==> src/rtl/core/mbet_pkg.sv <==
// mbet_pkg: shared constants, microcode word layout, microprogram table and
// saturation helper for the mandelbrot escape-time core. no dependencies.
`timescale 1ns / 1ps

package mbet_pkg;

    localparam int unsigned PIXEL_DIM = 4096;
    localparam int unsigned IDX_W     = 12;
    localparam int unsigned CNT_W     = 16;
    localparam int unsigned DATA_W    = 32;
    localparam int unsigned STEP_W    = 31;
    localparam int unsigned PROD_W    = 2 * DATA_W;
    localparam int unsigned FRAC_BITS = 28;
    localparam int unsigned SAT_W     = 48;
    localparam int unsigned UPC_W     = 4;
    localparam int unsigned CFG_IDX_W = 3;

    // escape threshold 4.0 in q4.28, compared against a 33-bit sum
    localparam logic signed [DATA_W:0] ESC_LIMIT = (DATA_W + 1)'(4) <<< FRAC_BITS;

    localparam logic signed [DATA_W-1:0] WINDOW_X_MIN_RST = -32'sd536870912;
    localparam logic signed [DATA_W-1:0] WINDOW_Y_MIN_RST = -32'sd300647711;
    localparam logic [STEP_W-1:0]        STEP_X_RST       = 31'd161913;
    localparam logic [STEP_W-1:0]        STEP_Y_RST       = 31'd146837;
    localparam logic [CNT_W-1:0]         MAX_ITER_RST     = 16'd256;

    localparam logic [CFG_IDX_W-1:0] CFG_WINDOW_X_MIN = 3'd0;
    localparam logic [CFG_IDX_W-1:0] CFG_WINDOW_Y_MIN = 3'd1;
    localparam logic [CFG_IDX_W-1:0] CFG_STEP_X       = 3'd2;
    localparam logic [CFG_IDX_W-1:0] CFG_STEP_Y       = 3'd3;
    localparam logic [CFG_IDX_W-1:0] CFG_MAX_ITER     = 3'd4;

    typedef logic [UPC_W-1:0] upc_t;

    // microprogram step addresses
    localparam upc_t S_IDLE = 4'd0;
    localparam upc_t S_MCX  = 4'd1;
    localparam upc_t S_MCY  = 4'd2;
    localparam upc_t S_CY   = 4'd3;
    localparam upc_t S_LOOP = 4'd4;
    localparam upc_t S_Y    = 4'd5;
    localparam upc_t S_X2   = 4'd6;
    localparam upc_t S_Y2   = 4'd7;
    localparam upc_t S_DONE = 4'd8;

    typedef enum logic [2:0] {
        MUL_NONE,
        MUL_COLX,
        MUL_ROWY,
        MUL_XY,
        MUL_XX,
        MUL_YY
    } mul_sel_t;

    typedef enum logic [2:0] {
        WB_NONE,
        WB_CX,
        WB_CY,
        WB_Y,
        WB_X2,
        WB_Y2
    } wb_sel_t;

    typedef enum logic [2:0] {
        SEQ_NEXT,
        SEQ_JUMP,
        SEQ_EXIT,
        SEQ_WAIT_IN,
        SEQ_EMIT
    } seq_op_t;

    typedef struct packed {
        seq_op_t  op;
        upc_t     target;
        mul_sel_t mul;
        wb_sel_t  wb;
        logic     upd_x;
        logic     init;
        logic     cnt_inc;
    } ucode_t;

    typedef struct packed {
        logic exit_loop;
    } dp_status_t;

    typedef struct packed {
        logic in_ready;
        logic in_take;
        logic out_load;
    } seq_evt_t;

    // microprogram rom
    function automatic ucode_t ucode_rom(input upc_t upc);
        ucode_t w;
        w = '{op: SEQ_NEXT, target: S_IDLE, mul: MUL_NONE, wb: WB_NONE,
              upd_x: 1'b0, init: 1'b0, cnt_inc: 1'b0};
        unique case (upc)
            S_IDLE: w.op = SEQ_WAIT_IN;
            S_MCX:
            begin
                w.mul  = MUL_COLX;
                w.init = 1'b1;
            end
            S_MCY:
            begin
                w.mul = MUL_ROWY;
                w.wb  = WB_CX;
            end
            S_CY: w.wb = WB_CY;
            S_LOOP:
            begin
                w.op     = SEQ_EXIT;
                w.target = S_DONE;
                w.mul    = MUL_XY;
                w.upd_x  = 1'b1;
            end
            S_Y:
            begin
                w.wb  = WB_Y;
                w.mul = MUL_XX;
            end
            S_X2:
            begin
                w.wb  = WB_X2;
                w.mul = MUL_YY;
            end
            S_Y2:
            begin
                w.wb      = WB_Y2;
                w.cnt_inc = 1'b1;
                w.op      = SEQ_JUMP;
                w.target  = S_LOOP;
            end
            S_DONE:
            begin
                w.op     = SEQ_EMIT;
                w.target = S_IDLE;
            end
            default:
            begin
                w.op     = SEQ_JUMP;
                w.target = S_IDLE;
            end
        endcase
        return w;
    endfunction

    // clip a wide signed value to the q4.28 range
    function automatic logic signed [DATA_W-1:0] sat32(input logic signed [SAT_W-1:0] v);
        logic [SAT_W-DATA_W:0] hi;
        hi = v[SAT_W-1:DATA_W-1];
        if ((&hi) || !(|hi))
            return v[DATA_W-1:0];
        else if (v[SAT_W-1])
            return {1'b1, {(DATA_W-1){1'b0}}};
        else
            return {1'b0, {(DATA_W-1){1'b1}}};
    endfunction

endpackage

==> src/rtl/core/mbet_datapath.sv <==
// mbet_datapath: shared 32x32 multiplier, saturating adders and the point,
// orbit and count registers. depends on mbet_pkg.
`timescale 1ns / 1ps

module mbet_datapath import mbet_pkg::*;
(
    input  logic                     clk,
    input  logic                     rst_n,
    input  ucode_t                   ctrl,
    input  logic                     capture,
    input  logic [IDX_W-1:0]         column,
    input  logic [IDX_W-1:0]         row,
    input  logic signed [DATA_W-1:0] window_x_min,
    input  logic signed [DATA_W-1:0] window_y_min,
    input  logic [STEP_W-1:0]        step_x,
    input  logic [STEP_W-1:0]        step_y,
    input  logic [CNT_W-1:0]         max_iterations,
    output dp_status_t               status,
    output logic [CNT_W-1:0]         remaining_count
);

    logic [IDX_W-1:0]         col_reg, row_reg;
    logic [IDX_W-1:0]         col_next, row_next;
    logic signed [PROD_W-1:0] p_reg, p_next;
    logic signed [DATA_W-1:0] cx_reg, cy_reg, x_reg, y_reg, x2_reg, y2_reg;
    logic signed [DATA_W-1:0] wb_next, x_next;
    logic [CNT_W-1:0]         cnt_reg, cnt_next;

    logic signed [DATA_W-1:0] mul_a, mul_b;
    logic signed [PROD_W-1:0] p_xy, p_sq;
    logic signed [SAT_W-1:0]  add_base, add_term;
    logic signed [DATA_W:0]   mag;

    // index clamp onto the pixel grid
    always_comb
    begin
        col_next = col_reg;
        row_next = row_reg;
        if (capture)
        begin
            col_next = (DATA_W'(column) > DATA_W'(PIXEL_DIM - 1)) ?
                       IDX_W'(PIXEL_DIM - 1) : column;
            row_next = (DATA_W'(row) > DATA_W'(PIXEL_DIM - 1)) ?
                       IDX_W'(PIXEL_DIM - 1) : row;
        end
    end

    // multiplier operand select
    always_comb
    begin
        unique case (ctrl.mul)
            MUL_COLX:
            begin
                mul_a = DATA_W'(col_reg);
                mul_b = {1'b0, step_x};
            end
            MUL_ROWY:
            begin
                mul_a = DATA_W'(row_reg);
                mul_b = {1'b0, step_y};
            end
            MUL_XY:
            begin
                mul_a = x_reg;
                mul_b = y_reg;
            end
            MUL_XX:
            begin
                mul_a = x_reg;
                mul_b = x_reg;
            end
            MUL_YY:
            begin
                mul_a = y_reg;
                mul_b = y_reg;
            end
            default:
            begin
                mul_a = '0;
                mul_b = '0;
            end
        endcase
    end

    assign p_next = mul_a * mul_b;

    // 2xy uses one bit less of shift; floor rounding from the arithmetic shift
    assign p_xy = p_reg >>> (FRAC_BITS - 1);
    assign p_sq = p_reg >>> FRAC_BITS;

    always_comb
    begin
        unique case (ctrl.wb)
            WB_CX:
            begin
                add_base = p_reg[SAT_W-1:0];
                add_term = SAT_W'(window_x_min);
            end
            WB_CY:
            begin
                add_base = p_reg[SAT_W-1:0];
                add_term = SAT_W'(window_y_min);
            end
            WB_Y:
            begin
                add_base = p_xy[SAT_W-1:0];
                add_term = SAT_W'(cy_reg);
            end
            WB_X2, WB_Y2:
            begin
                add_base = p_sq[SAT_W-1:0];
                add_term = '0;
            end
            default:
            begin
                add_base = '0;
                add_term = '0;
            end
        endcase
    end

    assign wb_next = sat32(add_base + add_term);
    assign x_next  = sat32(SAT_W'(x2_reg) - SAT_W'(y2_reg) + SAT_W'(cx_reg));

    always_comb
    begin
        cnt_next = cnt_reg;
        if (ctrl.init)
            cnt_next = '0;
        else if (ctrl.cnt_inc)
            cnt_next = cnt_reg + 1'b1;
    end

    always_ff @(posedge clk)
    begin
        col_reg <= col_next;
        row_reg <= row_next;
        p_reg   <= p_next;
        cnt_reg <= cnt_next;
        if (ctrl.init)
        begin
            x_reg  <= '0;
            y_reg  <= '0;
            x2_reg <= '0;
            y2_reg <= '0;
        end
        else
        begin
            if (ctrl.upd_x)
                x_reg <= x_next;
            unique case (ctrl.wb)
                WB_CX:   cx_reg <= wb_next;
                WB_CY:   cy_reg <= wb_next;
                WB_Y:    y_reg  <= wb_next;
                WB_X2:   x2_reg <= wb_next;
                WB_Y2:   y2_reg <= wb_next;
                default: ;
            endcase
        end
    end

    assign mag              = {x2_reg[DATA_W-1], x2_reg} + {y2_reg[DATA_W-1], y2_reg};
    assign status.exit_loop = (mag > ESC_LIMIT) || (cnt_reg >= max_iterations);
    assign remaining_count  = max_iterations - cnt_reg;

    // squares are floors of non-negative products
    a_sq_nonneg: assert property (@(posedge clk) disable iff (!rst_n)
        ctrl.wb == WB_Y2 |=> !x2_reg[DATA_W-1] && !y2_reg[DATA_W-1])
        else $error("negative square in orbit registers");

endmodule
==> config.mk <==
export PLATFORM = sky130hd
export DESIGN_NAME = mbet_datapath
export DESIGN_NICKNAME = d
export VERILOG_FILES = /design/src/rtl/core/mbet_pkg.sv /design/src/rtl/core/mbet_datapath.sv
export SDC_FILE = /design/constraint.sdc
export NUM_CORES = 2
export LEC_CHECK = 0
export BUFFER_PORTS_ARGS = -buffer_cell sky130_fd_sc_hd__buf_2
export CAP_MARGIN = 25
export CELL_PAD_IN_SITES_DETAIL_PLACEMENT = 1
export CELL_PAD_IN_SITES_GLOBAL_PLACEMENT = 1
export CORE_ASPECT_RATIO = 1.75
export CORE_MARGIN = 1.5
export CORE_UTILIZATION = 51
export DETAILED_ROUTE_END_ITERATION = 10
export PLACE_DENSITY = 0.9
export REMOVE_ABC_BUFFERS = 1
export SLEW_MARGIN = 20
export SYNTH_ARGS = -nofsm -noshare
export SYNTH_HDL_FRONTEND = slang
export SYNTH_SLANG_ARGS = --single-unit
==> constraint.sdc <==
create_clock -name clk -period 10.4 [get_ports clk]
set_clock_uncertainty 0.15 [all_clocks]
set_input_delay 0 -clock clk [delete_from_list [all_inputs] [get_ports clk]]
set_output_delay 0 -clock clk [all_outputs]
set_load 0.01 [all_outputs]
# == Word-level counts from Yosys, hierarchy flattened ==
# Index checks and enable logic that the tools add are counted.
# word_totals
reg_bits,296
inputBits,185
output_inout_bits,17
elab_cells,53
# classes
add_sub_neg,6
n_mul,1
magnitude_cmp,2
n_eq_ne,10
n_mux,8
bitwise,1
n_reduce_logical,15
# ops
op,count
48-bit one-hot mux with 3 select lines,2
32-bit one-hot mux with 4 select lines,2
32-bit two-way mux,4
32-bit by 32-bit multiplier with 64-bit output,1
48-bit adder,1
33-bit by 32-bit adder with 34-bit output,1
17-bit AND reduction,2
17-bit OR reduction,2
32-bit by 32-bit adder with 33-bit output,1
"33-bit by 32-bit > comparator with 1-bit output, second input constant",1
32-bit by 32-bit subtractor with 33-bit output,1
"16-bit by 1-bit adder with 16-bit output, second input constant",1
16-bit greater-or-equal comparator,1
16-bit subtractor,1
"3-bit by 2-bit == test with 1-bit output, second input constant",4
"3-bit == test, second input constant",4
2-bit OR reduction,4
"3-bit by 1-bit == test with 1-bit output, second input constant",2
2-bit AND reduction,2
1-bit logical OR,3
1-bit logical NOT,2
1-bit inverter,1

# == Longest topological paths before layout ==
# logic_depth
ltp_word,8
depth_mapped,35
depth_no_buf,31

# == Worst setup path before layout ==
# No wires, ideal clock.
# synth_path
path_type,input-to-reg
start,input ctrl[6] (netlist bit)
end,register p_reg[55]
setup_ps,72
t_arrival_ps,8621
t_required_ps,10178
setup_slack_ps,1557
cell_stages,30
n_path_buf,4
path_cell_list,nor3b_1 o21bai_1 clkbuf_1 buf_1 buf_1 a22o_1 clkbuf_1 nand2_1 fa_1 fa_1 fa_1 fa_1 inv_1 fa_1 inv_1 fa_1 inv_1 fa_1 fa_1 ha_1 a21o_1 or3_1 o21ai_0 a41oi_1 a31oi_1 o211ai_1 a31o_2 a21o_1 a21oi_1 xnor2_1
# synth_between
elab_chain_len,4
word_cells_on_any_way,10
cone_classes,1 x mul; 5 x eq/ne; 2 x mux; 2 x reduce/logical
# synth_rtl
element,line,source
from (decl),mbet_datapath.sv:9,"input ucode_t ctrl,"
3-bit == test or 3-bit by 2-bit == test with 1-bit output (tied branches),mbet_datapath.sv:51,unique case (ctrl.mul)
2-bit OR reduction (no source line),--,
32-bit one-hot mux with 4 select lines,mbet_datapath.sv:51,
32-bit by 32-bit multiplier with 64-bit output (*),mbet_datapath.sv:85,assign p_next = mul_a * mul_b;
named net p_next[55],mbet_datapath.sv:24,"logic signed [PROD_W-1:0] p_reg, p_next;"
to (signal assigned),mbet_datapath.sv:138,p_reg <= p_next;
to (decl),mbet_datapath.sv:24,
# The timed path passes the listed nets; every way through them passes the cells marked *.
# A chain may end at the register's enable or synchronous reset.

# == Worst setup path in the final report ==
# layout_path
start,input ctrl[7] (netlist bit)
end,register p_reg[62]
# The elaborated chain is that of the path after synthesis.

==> reports/results.tsv <==
stage	metric	value	unit
global_routing	grt_pass1_wl	388.1	mm
timing	slew_viol_final	0	
timing	setup_violations	0	
power	irDropWorstVdd	0.0001401	V
synthesis	seq_area_frac_synth	11.92	%
synthesis	syn_area	0.05712	sq mm
worst_hold_path	hp-start	ctrl[0]	
cts	cts_tree	yes	
synthesis	synth_seq_cells	296	
route	route.detailed.drc	0	
global_routing	grt_pass1_vias	61340	
power	p_per_area	159.8	mW/mm^2
worst_setup_path	worstSetupStartpoint	ctrl[7]	
cts	root_buffer	clkbuf_16	
floorplanning	pin_count	202	
timing	hold_viol	0	
power	power.internal	4.468	mW
worst_setup_path	crit_family	adder cells	
layout	largest_reg_flops	64	
placement	place.port_buffers	193	
placement	hpwl	197.5	mm
timing	final.period_utilization	98.38	%
floorplanning	start_util	51.33	%
cts	worst_skew_pair.late_latency	690	ps
route	viasPerCell	6.574	
flow_run	drv_cap	0	
worst_setup_path	worst_path_most_repeated_cell	fa_1	
cts	cts_num_sinks	296	
route	dr.pass1.iters	6	
synthesis	avgSynthCellArea	8.793	sq um
timing	hold-worst-slack	107.3	ps
synthesis	ys_types	92	
cts	clk_pin_slew	70	ps
floorplanning	coreArea	0.1113	sq mm
power	power_frac_seq	18.1	%
worst_setup_path	crit_path_start_kind	input pin	
timing	rsz0062_at_grt	false	
layout	multiInputGateArea	0.04494	sq mm
power	p_leak	28.80	nW
power	power_switching	5.494	mW
worst_hold_path	worstHoldPathType	input pin to flop	
timing	period_minus_slack	10230	ps
worst_setup_path	cp-end-kind	flop	
global_routing	antenna_found_initial	29	
worst_setup_path	cp.arrival	10580	ps
worst_setup_path	path_buf_inv	8	
worst_setup_path	required	10750	ps
synthesis	ys_warn_count	0	
synthesis	synth_edf_count	88	
cts	cts_buffer_depth	3	
cts	h-tree-depth	1	
global_routing	grtUsageTotal	46.41	%
worst_setup_path	critPathSlowestCell	nor2_1	
timing	tightest_slew	1180	ps
layout	drive_above_1_share	9.595	%
worst_setup_path	critPathMaxFanout	28	
worst_setup_path	r2r-start	col_reg[5]	
synthesis	ys_async_sr_fraction	0	%
power	switching_share	55.15	%
cts	postCtsResizedCells	0	
cts	cts_setup_buffers	0	
timing	relSlewSlack	21.30	%
floorplanning	die_x	256.0	um
layout	fill_cells	12900	
global_routing	grt_max_degree	64	
route	drtIter0Drc	4880	
cts	numCtsBuffers	30	
cts	ctsHoldBuffers	54	
global_routing	grt_overflow	0	
worst_setup_path	worst-setup-path-type	input pin to flop	
floorplanning	die_h	445.7	um
floorplanning	fp-row-count	162	
layout	nets	8262	
worst_setup_path	cpPeakStageDelay	750	ps
power	p_comb_share	68.9	%
floorplanning	die_area	0.1141	sq mm
power	clkPwrFrac	12.9	%
route	routed_wl	263.3	mm
synthesis	syn_inst	6496	
route	ant_nets	0	
route	wire_per_inst	32.28	um
layout	syn2layout_area_growth	9.137	%
route	dr_total_vias	53640	
timing	fmax	0.09773	GHz
placement	gp_congestion	1.028	
timing	fin_tns_setup	0	ps
synthesis	synthFlopType	dfxtp_1	
status	status	finished, final reports clean	
layout	seqCellArea	0.006807	sq mm
[power groups by stage]
stage | Sequential, mW | Combinational [mW] | Clock, mW
2_1_floorplan | 1.59 | 3.84 | 0
3_3_place_gp | 1.75 | 5.98 | 0
3_5_place_dp | 1.76 | 6.24 | 0
4_1_cts | 1.75 | 6.43 | 1.24
5_1_grt | 1.79 | 7.17 | 1.32
6_report | 1.81 | 6.87 | 1.29
[placed cells by master (no fill, tap or decap), types with 14 or more instances in the layout]
master | synthesis | routed
clkbuf_16 | 0 | 30
a211oi_1 | 63 | 63
nand2b_1 | 31 | 31
a221o_1 | 70 | 70
and3_1 | 19 | 19
nor4_1 | 15 | 15
edfxtp_1 | 88 | 88
a221oi_1 | 52 | 18
dlygate4sd3_1 | 0 | 54
a21oi_1 | 194 | 194
a31oi_1 | 25 | 25
a221oi_2 | 0 | 22
nor2b_1 | 33 | 28
nor3_1 | 105 | 104
o21a_1 | 35 | 35
ha_1 | 314 | 314
a22o_1 | 22 | 22
nor2_1 | 849 | 848
dfxtp_1 | 208 | 208
xnor2_1 | 129 | 128
a22oi_1 | 128 | 126
nand4_1 | 36 | 36
o211ai_1 | 23 | 23
buf_2 | 13 | 191
mux2i_1 | 20 | 20
nand3_1 | 58 | 58
and2_1 | 17 | 14
buf_4 | 0 | 203
o21ai_0 | 139 | 139
mux2_2 | 61 | 61
inv_1 | 1193 | 1193
xor2_1 | 43 | 43
a211oi_2 | 21 | 21
o21bai_1 | 26 | 25
fa_1 | 1117 | 1117
nand2_1 | 709 | 709
a21o_1 | 114 | 114
[per-stage QoR]
stage               utilization [%]  cells  total power, mW  setup WS, ps  area [sq um]
CTS                           55.94   8141            9.414          1016         62250
detailed placement            54.48   8031            8.000         553.5         60620
global placement              54.42   8026            7.726         513.7         60550
finish                        56.02   8159            9.962         168.2         62340
floorplan                         -   6157            5.429         -2389         55760
global route                  56.01   8156            10.28         147.0         62330
[cell type report]
cell class / count / share of cell area [%]
multi-input cells: 4668 / 72.09
flip-flops and latches: 296 / 10.92
inverters: 1193 / 7.184
repair buffers: 457 / 5.048
well taps: 1476 / 2.963
clock buffers: 37 / 1.263
clock inverters: 19 / 0.4817
diodes: 13 / 0.05219
[path summary, 6_finish.rpt]
check	slack (ps)	depth (start not counted)	to
min reg2reg	380	2	x2_reg[7]
max reg2reg	220	28	p_reg[62]
min	110	4	cnt_reg[0]
max	170	33	p_reg[62]
[worst min-delay path: stages]
cell and delay [ps]:
dlygate4sd3_1 530, buf_2 160, xnor2_1 70, nor2_1 70
[cells by family after synthesis]
family	count (synthesis)	share of synthesized area, %
buf+inv	1532	10.22
fa+ha+maj	1431	46.03
compound gates	1045	13.34
simple gates	1939	14.31
mux	81	1.553
flops	296	11.92
xor+xnor	172	2.637
[synth_stat cells (all sizes together), types with 7 or more instances]
| cell type | instances | area [sq um] |
|---|---|---|
| xor2 | 43 | 376.6 |
| nand2b | 31 | 193.9 |
| a21boi | 7 | 52.55 |
| nor2b | 33 | 206.5 |
| nand4 | 36 | 225.2 |
| nor2 | 849 | 3187 |
| a221o | 70 | 700.7 |
| a211oi | 84 | 735.7 |
| o2111ai | 12 | 105.1 |
| nand2 | 709 | 2661 |
| and4 | 9 | 78.83 |
| nand3 | 58 | 290.3 |
| mux2i | 20 | 200.2 |
| or3 | 13 | 81.33 |
| a221oi | 52 | 455.4 |
| o31ai | 9 | 81.33 |
| a311oi | 8 | 76.32 |
| o21a | 35 | 262.8 |
| o21bai | 26 | 195.2 |
| xnor2 | 129 | 1130 |
| a21o | 114 | 855.8 |
| fa | 1117 | 22360 |
| edfxtp | 88 | 2643 |
| a31oi | 25 | 156.4 |
| and2 | 17 | 106.4 |
| mux2 | 61 | 686.9 |
| and3 | 19 | 118.9 |
| nand3b | 7 | 52.55 |
| buf | 46 | 256.5 |
| o211ai | 25 | 197.7 |
| dfxtp | 208 | 4164 |
| ha | 314 | 3929 |
| a22oi | 129 | 973.4 |
| a21oi | 206 | 1151 |
| clkbuf | 293 | 1101 |
| nor4 | 25 | 219.0 |
| a22o | 22 | 192.7 |
| inv | 1193 | 4478 |
| a2111oi | 11 | 103.9 |
| or2 | 8 | 50.05 |
| o21ai | 144 | 720.7 |
| nor3 | 106 | 535.5 |
[routing by layer]
| metal | vias to the layer above | global-route usage (%) | share of wire, % | wire length [um] |
|---|---|---|---|---|
| met1 | 26870 | 45.15 | 29 | 77600 |
| met4 | 34 | 50.75 | 14 | 36480 |
| met2 | 3803 | 75.36 | 46 | 121400 |
| li1 | 21000 | - | - | - |
| met3 | 1929 | 13.75 | 11 | 27680 |
| met5 | - | 0.08547 | 0.087 | 230 |
(Power assumes the default switching activity.)
