==> src/rtl/core/mbet_pkg.sv <==
// mbet_pkg: shared constants, microcode word layout, microprogram table and
// saturation helper for the mandelbrot escape-time core. no dependencies.
`timescale 1ns / 1ps

package mbet_pkg;

    localparam int unsigned PIXEL_DIM = 4096;
    localparam int unsigned IDX_W     = 12;
    localparam int unsigned CNT_W     = 16;
    localparam int unsigned DATA_W    = 32;
    localparam int unsigned STEP_W    = 31;
    localparam int unsigned PROD_W    = 2 * DATA_W;
    localparam int unsigned FRAC_BITS = 28;
    localparam int unsigned SAT_W     = 48;
    localparam int unsigned UPC_W     = 4;
    localparam int unsigned CFG_IDX_W = 3;

    // escape threshold 4.0 in q4.28, compared against a 33-bit sum
    localparam logic signed [DATA_W:0] ESC_LIMIT = (DATA_W + 1)'(4) <<< FRAC_BITS;

    localparam logic signed [DATA_W-1:0] WINDOW_X_MIN_RST = -32'sd536870912;
    localparam logic signed [DATA_W-1:0] WINDOW_Y_MIN_RST = -32'sd300647711;
    localparam logic [STEP_W-1:0]        STEP_X_RST       = 31'd161913;
    localparam logic [STEP_W-1:0]        STEP_Y_RST       = 31'd146837;
    localparam logic [CNT_W-1:0]         MAX_ITER_RST     = 16'd256;

    localparam logic [CFG_IDX_W-1:0] CFG_WINDOW_X_MIN = 3'd0;
    localparam logic [CFG_IDX_W-1:0] CFG_WINDOW_Y_MIN = 3'd1;
    localparam logic [CFG_IDX_W-1:0] CFG_STEP_X       = 3'd2;
    localparam logic [CFG_IDX_W-1:0] CFG_STEP_Y       = 3'd3;
    localparam logic [CFG_IDX_W-1:0] CFG_MAX_ITER     = 3'd4;

    typedef logic [UPC_W-1:0] upc_t;

    // microprogram step addresses
    localparam upc_t S_IDLE = 4'd0;
    localparam upc_t S_MCX  = 4'd1;
    localparam upc_t S_MCY  = 4'd2;
    localparam upc_t S_CY   = 4'd3;
    localparam upc_t S_LOOP = 4'd4;
    localparam upc_t S_Y    = 4'd5;
    localparam upc_t S_X2   = 4'd6;
    localparam upc_t S_Y2   = 4'd7;
    localparam upc_t S_DONE = 4'd8;

    typedef enum logic [2:0] {
        MUL_NONE,
        MUL_COLX,
        MUL_ROWY,
        MUL_XY,
        MUL_XX,
        MUL_YY
    } mul_sel_t;

    typedef enum logic [2:0] {
        WB_NONE,
        WB_CX,
        WB_CY,
        WB_Y,
        WB_X2,
        WB_Y2
    } wb_sel_t;

    typedef enum logic [2:0] {
        SEQ_NEXT,
        SEQ_JUMP,
        SEQ_EXIT,
        SEQ_WAIT_IN,
        SEQ_EMIT
    } seq_op_t;

    typedef struct packed {
        seq_op_t  op;
        upc_t     target;
        mul_sel_t mul;
        wb_sel_t  wb;
        logic     upd_x;
        logic     init;
        logic     cnt_inc;
    } ucode_t;

    typedef struct packed {
        logic exit_loop;
    } dp_status_t;

    typedef struct packed {
        logic in_ready;
        logic in_take;
        logic out_load;
    } seq_evt_t;

    // microprogram rom
    function automatic ucode_t ucode_rom(input upc_t upc);
        ucode_t w;
        w = '{op: SEQ_NEXT, target: S_IDLE, mul: MUL_NONE, wb: WB_NONE,
              upd_x: 1'b0, init: 1'b0, cnt_inc: 1'b0};
        unique case (upc)
            S_IDLE: w.op = SEQ_WAIT_IN;
            S_MCX:
            begin
                w.mul  = MUL_COLX;
                w.init = 1'b1;
            end
            S_MCY:
            begin
                w.mul = MUL_ROWY;
                w.wb  = WB_CX;
            end
            S_CY: w.wb = WB_CY;
            S_LOOP:
            begin
                w.op     = SEQ_EXIT;
                w.target = S_DONE;
                w.mul    = MUL_XY;
                w.upd_x  = 1'b1;
            end
            S_Y:
            begin
                w.wb  = WB_Y;
                w.mul = MUL_XX;
            end
            S_X2:
            begin
                w.wb  = WB_X2;
                w.mul = MUL_YY;
            end
            S_Y2:
            begin
                w.wb      = WB_Y2;
                w.cnt_inc = 1'b1;
                w.op      = SEQ_JUMP;
                w.target  = S_LOOP;
            end
            S_DONE:
            begin
                w.op     = SEQ_EMIT;
                w.target = S_IDLE;
            end
            default:
            begin
                w.op     = SEQ_JUMP;
                w.target = S_IDLE;
            end
        endcase
        return w;
    endfunction

    // clip a wide signed value to the q4.28 range
    function automatic logic signed [DATA_W-1:0] sat32(input logic signed [SAT_W-1:0] v);
        logic [SAT_W-DATA_W:0] hi;
        hi = v[SAT_W-1:DATA_W-1];
        if ((&hi) || !(|hi))
            return v[DATA_W-1:0];
        else if (v[SAT_W-1])
            return {1'b1, {(DATA_W-1){1'b0}}};
        else
            return {1'b0, {(DATA_W-1){1'b1}}};
    endfunction

endpackage

==> src/rtl/core/mbet_sequencer.sv <==
// mbet_sequencer: step counter over the microprogram rom with conditional jumps.
// depends on mbet_pkg.
`timescale 1ns / 1ps

module mbet_sequencer import mbet_pkg::*;
(
    input  logic       clk,
    input  logic       rst_n,
    input  logic       in_valid,
    input  logic       out_free,
    input  dp_status_t status,
    output ucode_t     ctrl,
    output seq_evt_t   evt
);

    upc_t upc_reg;
    upc_t upc_next;
    upc_t upc_inc;

    assign ctrl    = ucode_rom(upc_reg);
    assign upc_inc = upc_reg + 1'b1;

    always_comb
    begin
        evt.in_ready = (ctrl.op == SEQ_WAIT_IN);
        evt.in_take  = (ctrl.op == SEQ_WAIT_IN) && in_valid;
        evt.out_load = (ctrl.op == SEQ_EMIT) && out_free;
    end

    always_comb
    begin
        unique case (ctrl.op)
            SEQ_NEXT:    upc_next = upc_inc;
            SEQ_JUMP:    upc_next = ctrl.target;
            SEQ_EXIT:    upc_next = status.exit_loop ? ctrl.target : upc_inc;
            SEQ_WAIT_IN: upc_next = in_valid ? upc_inc : upc_reg;
            SEQ_EMIT:    upc_next = out_free ? ctrl.target : upc_reg;
            default:     upc_next = S_IDLE;
        endcase
    end

    always_ff @(posedge clk or negedge rst_n)
    begin
        if (!rst_n)
            upc_reg <= S_IDLE;
        else
            upc_reg <= upc_next;
    end

    // last step of an iteration always returns to the loop test
    a_loop_back: assert property (@(posedge clk) disable iff (!rst_n)
        upc_reg == S_Y2 |=> upc_reg == S_LOOP)
        else $error("iteration did not return to loop test");

endmodule

==> config.mk <==
export PLATFORM = sky130hd
export DESIGN_NAME = mbet_sequencer
export DESIGN_NICKNAME = d
export VERILOG_FILES = /design/src/rtl/core/mbet_pkg.sv /design/src/rtl/core/mbet_sequencer.sv
export SDC_FILE = /design/constraint.sdc
export NUM_CORES = 1
export LEC_CHECK = 0
export ABC_CLOCK_PERIOD_IN_PS = 1360
export BUFFER_PORTS_ARGS = -buffer_cell sky130_fd_sc_hd__buf_2
export CORE_AREA = 2 2 42 44
export CTS_BUF_LIST = sky130_fd_sc_hd__clkbuf_2 sky130_fd_sc_hd__clkbuf_4 sky130_fd_sc_hd__clkbuf_8
export DETAILED_ROUTE_END_ITERATION = 7
export DIE_AREA = 0 0 44 46
export GPL_ROUTABILITY_DRIVEN = 0
export PLACE_DENSITY_LB_ADDON = 0.08
export SETUP_SLACK_MARGIN = 0.3
export SLEW_MARGIN = 20
export SYNTH_ARGS = -nofsm -noshare
export SYNTH_HDL_FRONTEND = slang
export SYNTH_SLANG_ARGS = --single-unit
==> constraint.sdc <==
create_clock -name clk -period 1.36 [get_ports clk]
set_input_delay 0.068 -clock clk [delete_from_list [all_inputs] [get_ports clk]]
set_output_delay 0.068 -clock clk [all_outputs]
set_load 0.05 [all_outputs]
==> Word-level counts from Yosys, hierarchy flattened <==
Index checks and enable logic that the tools add are counted.
{ "word_totals": {"ff_bits": 4, "inputBits": 5, "out_inout_bits": 19, "elab_cells": 33} }
{ "op_classes": {"addsub": 1, "eq_ne": 14, "muxes": 11, "n_reduce_logical": 6} }
{ "op_table": {"columns": ["cell", "count"], "rows": [
  ["$pmux W3 S5", 2],
  ["$pmux W4 S5", 1],
  ["$eq A4 B3 Y1 const B", 4],
  ["$mux W4", 3],
  ["$pmux W3 S4", 1],
  ["$eq A4 B2 Y1 const B", 2],
  ["$pmux W4 S2", 1],
  ["$eq A3 B2 Y1 const B", 2],
  ["$reduce_or A5 Y1", 1],
  ["$add A4 B1 Y4 const B", 1],
  ["$eq A4 B1 Y1 const B", 1],
  ["$eq A4 B4 Y1 const B", 1],
  ["$logic_not A4 Y1", 1],
  ["$ne A2 B2 Y1 const B", 2],
  ["$eq A3 B1 Y1 const B", 1],
  ["$eq A3 B3 Y1 const B", 1],
  ["$logic_not A3 Y1", 1],
  ["$mux W1", 3],
  ["$logic_and A1 B1 Y1", 2],
  ["$reduce_and A2 Y1", 1]
]} }

==> Logic depth before layout (Yosys ltp) <==
Gate-level depths: netlist of the first run.
{ "depth": {"ltp_word": 6, "mapped_depth": 6, "ltp_nobuf": 5} }

==> Worst setup path before layout of the first run <==
Ideal clock, no wire load.
{ "synth_timing": {"kind": "reg-to-output", "from": "register upc_reg[0]", "to": "output port evt[1] (netlist bit)", "t_arrival_ns": 2.156, "required_ns": 1.292, "path_slack_ns": -0.864, "stages_incl_launch_ff": 7, "n_path_buf": 1, "cell_sequence": "dfrtp_1 inv_1 ha_1 buf_2 nand2b_1 nor2_1 and2_1"} }
{ "synth_lines": {"columns": ["element", "line_no", "text"], "rows": [
  ["start, declared", "mbet_sequencer.sv:16", "upc_t upc_reg;"],
  ["start signal, assigned", "mbet_sequencer.sv:47", "upc_reg <= upc_next;"],
  ["end, declared", "mbet_sequencer.sv:13", "output seq_evt_t evt"]
]} }

==> summary.txt, run 1 <==
Placement
  • IO buf count: 21
  • Setup WS pre-CTS: -0.202 ns
  • HPWL after DPL: 1.29 mm

Synthesis
  • Yosys warnings: 0
  • Post-synth cell types: 30
  • Seq/Total Area, Yosys: 19.2%
  • Mean Syn Cell Area: 7.45 um2
  • #FFs+latches synth: 4
  • Gate count of the mapped netlist: 70
  • Mapped cell area: 522 um2

STA
  • Post-layout min period: 1.63 ns
  • Endpoints failing hold: 0
  • Setup-failing EPs final: 21
  • Hold slack: 0.168 ns
  • RSZ-0062 raised after global routing: yes
  • Post-Route Skew: 0.00475 ns
  • PnR worst setup slack: -0.267 ns
  • Slew Limit Fails: 0
  • Fmax: 615 MHz
  • Fin crit share: 120%

Job
  • Max-cap violations: 0

Clocking
  • CTS clk-pin slew, worst paths: 0.04 ns
  • Clock Latency Late Sink: 0.23 ns
  • CTS buffer count: 3
  • H-tree levels: 1
  • Clk Tree Root Cell: clkbuf_4
  • Clk sinks: 4
  • Longest Clk Path Bufs: 2
  • CTS tree: done

Final layout
  • Layout cells sized above 1: 81.3%
  • Nets: 134
  • Layout Area Growth over Synthesis: 152%
  • Max reg flops: 4
  • Antenna cells: 0
  • Most frequent cells in the layout: buf_4, buf_6, nor2_4
  • Commonest non-fill, non-tap cell in the layout: buf_4

Floorplanning
  • Overall die height: 46 um
  • Core area: 1610 um2
  • # rows: 15
  • Die W: 44 um
  • Io pins: 24
  • Die area: 2020 um2
  • Initial core utilization: 32.3%

Outcome
  • Failing checks: setup timing
  • Run status: finished, violations left

Setup path
  • Crit Path Max Fanout: 8
  • Critical path class: flop to output pin
  • Worst EP required: 1.29 ns
  • CP arrival: 1.56 ns
  • Endpoint type of the worst setup path: output pin
  • Crit start category: flop

Route
  • Post-Route WL: 1.87 mm
  • DRC violation count after routing: 0
  • Drt pass-1 iters: 4
  • Via count: 678
  • Final ANT Viol Nets: 0
  • Via/cell ratio: 4.84
  • DR iter-0 viols: 6
  • DR WL/cell: 13.4 um

Global routing
  • GRT Resource Usage Total: 20.0%
  • Largest net degree at the start of global routing: 9
  • First-pass GRT wire length: 2.96 mm
  • Vias in the first global route: 685
  • Gr ovfl total: 0
  • Antenna violations before repair: 0

Worst hold path
  • Hold WC Path Type: input port to async pin
cells in the mapped netlist:
cell | instances | area share (%)
nand2b_1 | 4 | 4.8
ha_1 | 4 | 9.6
o21ai_0 | 4 | 3.8
nand2_1 | 4 | 2.9
or2b_1 | 1 | 1.4
nand3_1 | 1 | 0.96
mux2i_1 | 1 | 1.9
o32ai_1 | 2 | 3.4
buf_4 | 2 | 2.9
o22a_1 | 1 | 1.7
o32ai_2 | 1 | 3.1
a22oi_1 | 1 | 1.4
buf_1 | 1 | 0.72
and3_1 | 2 | 2.4
buf_2 | 3 | 2.9
nor3b_1 | 1 | 1.4
nor2_2 | 1 | 1.2
conb_1 | 1 | 0.72
nand2b_4 | 1 | 2.6
a211oi_1 | 2 | 2.9
dfrtp_1 | 4 | 19
and2_1 | 3 | 3.6
and3_4 | 1 | 2.2
inv_1 | 5 | 3.6
mux2_2 | 1 | 2.2
nor2_1 | 9 | 6.5
nor2b_1 | 2 | 2.4
a21oi_1 | 5 | 4.8
nor3_1 | 1 | 0.96
a311o_1 | 1 | 1.9
per-layer routing:
layer / vias to the layer above / GRT usage [%] / share of wire [%]
met3: 2 / 2.38 / 2.4
li1: 344 / - / -
met5: - / 0 / 0
met1: 314 / 24.8 / 39
met4: 0 / 8.48 / 0.91
met2: 18 / 34.7 / 57
critical path, stage by stage (launching register included):
cell      delay, ns
dfrtp_2        0.47
inv_4          0.11
ha_4           0.19
buf_6          0.11
nand2b_4       0.06
nor2_4         0.09
and2_4         0.16
buf_8          0.14
logic make-up (layout without fill, tap and decap cells):
family | after synthesis | count (layout) | share of synthesized area (%)
other cells | 1 | 2 | 0.719
simple gates | 31 | 31 | 33.3
compound gates | 17 | 17 | 23.0
flops | 4 | 4 | 19.2
mux | 2 | 2 | 4.08
fa+ha+maj | 4 | 4 | 9.59
buf+inv | 11 | 63 | 10.1
layout make-up:
type / count / area (um2)
clock buffers: 3 / 22.5
well taps: 17 / 21.3
repair buffers: 55 / 514
inverters: 5 / 31.3
multi-input cells: 56 / 619
fillers: 85 / 300
flip-flops and latches: 4 / 105
worst paths after layout:
| check | start | end | slack, ns | depth (start not counted) |
|---|---|---|---|---|
| worst max-delay path | upc_reg[1] | evt[1] | -0.27 | 7 |
| worst min-delay path | rst_n | upc_reg[2] | 0.17 | 2 |
| worst max register to register | upc_reg[1] | upc_reg[2] | -0.21 | 6 |
| worst min register to register | upc_reg[1] | upc_reg[1] | 0.71 | 2 |
| max in group asynchronous | rst_n | upc_reg[0] | 1.06 | 2 |
| min in group clk | in_valid | upc_reg[0] | 0.23 | 4 |
metrics by stage:
step                      setup TNS [ns]  instance area (um2)  cells  util [%]
after floorplan                   -0.520                  716     71         -
after global placement             -1.06                  976    128      60.5
after detailed placement           -1.20                  976    128      60.5
after CTS                          -3.32                 1240    136      76.7
after global routing               -4.74                 1310    140      81.4
final                              -3.72                 1310    140      81.4
repair_timing:
action | CTS | global route
pin swaps | 10 | 7
hold endpoints to repair | 4 | 0
setup buffers | 4 | 4
hold buffers | 1 | 0
setup endpoints to repair | 21 | 21
resized for setup | 59 | 10
Power of run 1 is not shown: default switching activity piles up to over one toggle a cycle in this logic, so the estimate is an artifact.
==> run 2, diff against run 1 <==
- ABC_CLOCK_PERIOD_IN_PS: 1360 -> 1700
- CORE_AREA: 2 2 42 44 -> 5 5 45 47
- DIE_AREA: 0 0 44 46 -> 0 0 50 52
- clock period: 1.36 -> 1.7 ns (I/O delays scaled with it)
==> run 2 against run 1 <==
The flow now finishes without violations; count of clock-buffer cells in the layout unchanged; global-route usage decreased by 7.0 points; core utilization decreased by 7.9 points; sequential share of layout area increased by 0.86 points; worst setup slack improved by 0.35 ns; first-iteration DRC count increased to 2.5 times the previous value; routed wire length decreased by 1.1%; critical endpoint is now ctrl[7]; highest routed layer unchanged.
==> summary.txt, run 2 (same netlist as run 1, synthesis figures left out) <==
Route
  • Drt pass-1 iters: 4 (unchanged)
  • Via/cell ratio: 5.02 (+3.6%)
  • DRC violation count after routing: 0 (unchanged)
  • Final ANT Viol Nets: 0 (unchanged)
  • DR WL/cell: 14.1 um (+5.7%)
  • DR iter-0 viols: 15 (+9)
  • Via count: 657 (-3.1%)
  • Post-Route WL: 1.85 mm (-1.1%)

Setup path
  • Crit path max-delay family: flip-flops
  • R2r worst-path depth: 6 (unchanged)
  • Worst r2r src: upc_reg[1]
  • Critical path class: flop to output pin
  • Reg2reg setup slack: 0.10 ns (+0.31 ns)
  • Slowest stage delay, CP: 0.43 ns (-0.04 ns)
  • Crit Path Max Fanout: 3 (-5)
  • Capturing point of the worst reg2reg path: upc_reg[2]
  • Critical-path cell list: inv_4, ha_4, or2b_1, a21oi_2, buf_6
  • CP max-delay cell: dfrtp_2
  • Stages on the worst setup path: 5 (-2)
  • Worst path bufs/invs: 2 (-1)
  • CP arrival: 1.53 ns (-0.03 ns)
  • Worst EP required: 1.62 ns (+0.33 ns)
  • Endpoint type of the worst setup path: output pin
  • Crit start category: flop

Final layout
  • Max reg flops: 4 (unchanged)
  • Commonest non-fill, non-tap cell in the layout: buf_4
  • Antenna cells: 0 (unchanged)
  • FILL cells: 114 (+34%)
  • Nets: 125 (-6.7%)
  • Final Non-Filler Cells: 131 (-6.4%)
  • Fin util: 73.5% (-7.9 points)
  • Layout cells sized above 1: 78.1% (-3.2 points)
  • Most frequent cells in the layout: buf_4, buf_6, nor2_4
  • Layout Area Growth over Synthesis: 127%

Placement
  • IO buf count: 21 (unchanged)
  • HPWL after DPL: 1.11 mm (-14%)
  • DP Cell Count: 107 (-16%)

STA
  • Endpoints failing hold: 0 (unchanged)
  • Fmax: 620 MHz
  • RSZ-0062 raised after global routing: yes
  • Post-layout min period: 1.61 ns
  • Post-Route Skew: 0.00686 ns (+0.00211 ns)
  • Slew Limit Fails: 0 (unchanged)
  • Setup tns final: 0 ns (+3.72 ns)
  • Setup-failing EPs final: 0 (-100%)
  • Fin crit share: 94.8%

Floorplanning
  • Core area: 1610 um2 (unchanged)
  • Die W: 50 um (+14%)
  • Die area: 2600 um2 (+28%)
  • Io pins: 24 (unchanged)
  • Overall die height: 52 um (+13%)
  • Initial core utilization: 32.3% (unchanged)
  • # rows: 15 (unchanged)

Global routing
  • First-pass GRT wire length: 2.58 mm (-13%)
  • GRT Resource Usage Total: 13.0% (-7.0 points)
  • Gr ovfl total: 0 (unchanged)
  • Vias in the first global route: 603 (-12%)
  • Largest net degree at the start of global routing: 11 (+2)
  • Antenna violations before repair: 0 (unchanged)

Outcome
  • Run status: complete, no violations

Clocking
  • CTS buffer count: 3 (unchanged)
  • Clk Tree Root Cell: clkbuf_4
  • Longest Clk Path Bufs: 2 (unchanged)
  • CTS clk-pin slew, worst paths: 0.04 ns (about the same)
  • Clock Latency Late Sink: 0.23 ns (about the same)
  • Clk sinks: 4 (unchanged)
  • CTS tree: done
  • H-tree levels: 1 (unchanged)

Job
  • Max-cap violations: 0 (unchanged)

Worst hold path
  • Hold WC Path Type: input port to async pin
==> run 2: changes by cell type in the layout (fill, tap and decap cells not counted), moves of 2 or more <==
cell and delta:
buf_6 -4, buf_4 -6, a21oi_4 -4, nor2_2 +3
a21oi_2 +4, clkinvlp_4 -2, nor2_4 -2
==> run 2: how the worst max path moves through the flow <==
stage	from	end	slack, ns
6_report	upc_reg[0]	ctrl[7]	0.09
5_1_grt	upc_reg[0]	ctrl[3]	0.007
4_1_cts	upc_reg[0]	ctrl[7]	0.13
3_5_place_dp	upc_reg[0]	upc_reg[2]	0.08
3_3_place_gp	upc_reg[1]	upc_reg[2]	0.13
2_1_floorplan	upc_reg[0]	evt[1]	0.12
==> run 2: metal layers <==
layer	track usage, %	part of all wire (%)	wire length (um)	up-vias
met5	0	0	0	-
met4	6.55	0.70	13	0
met3	1.72	4.3	79	2
met2	25.3	57	1050	20
met1	13.1	38	699	305
li1	-	-	-	330
==> run 2: area by class of cell <==
| cell class | instances | area, um2 | share of cell area (%) |
|---|---|---|---|
| Sequential cell | 4 | 105 | 8.86 |
| Tap cell | 17 | 21.3 | 1.79 |
| Multi-Input combinational cell | 56 | 569 | 48.0 |
| Inverter | 5 | 23.8 | 2.00 |
| Timing Repair Buffer | 46 | 444 | 37.4 |
| Clock buffer | 3 | 22.5 | 1.90 |
==> run 2: repair_timing <==
| action | 4_1_cts | 5_1_grt |
|---|---|---|
| hold buffers | 1 | 0 |
| setup buffers | 9 | 11 |
| endpoints found under the setup margin | 20 | 21 |
| resized for setup | 63 | 17 |
| endpoints found under the hold margin | 4 | 0 |
| pin swaps | 11 | 3 |
==> run 2: worst reg2reg max path: cells and delay by family, from the launching register on <==
family | cells | cell delay [ns]
AOI/OAI and AO/OA | 2 | 0.54
adders and majority gates | 1 | 0.20
and+or+nand+nor | 1 | 0.13
buffers and inverters | 2 | 0.21
DFF | 1 | 0.43
==> run 2: through the flow <==
step | setup slack [ns] | hold slack, ns | instance area (um2)
after detailed placement | 0.0838 | -0.109 | 708
after global routing | 0.00705 | 0.185 | 1190
after floorplan | 0.122 | -0.211 | 592
final | 0.0880 | 0.184 | 1190
after global placement | 0.133 | -0.109 | 708
after CTS | 0.126 | 0.170 | 1020
Power of run 2 is left out for the same reason.
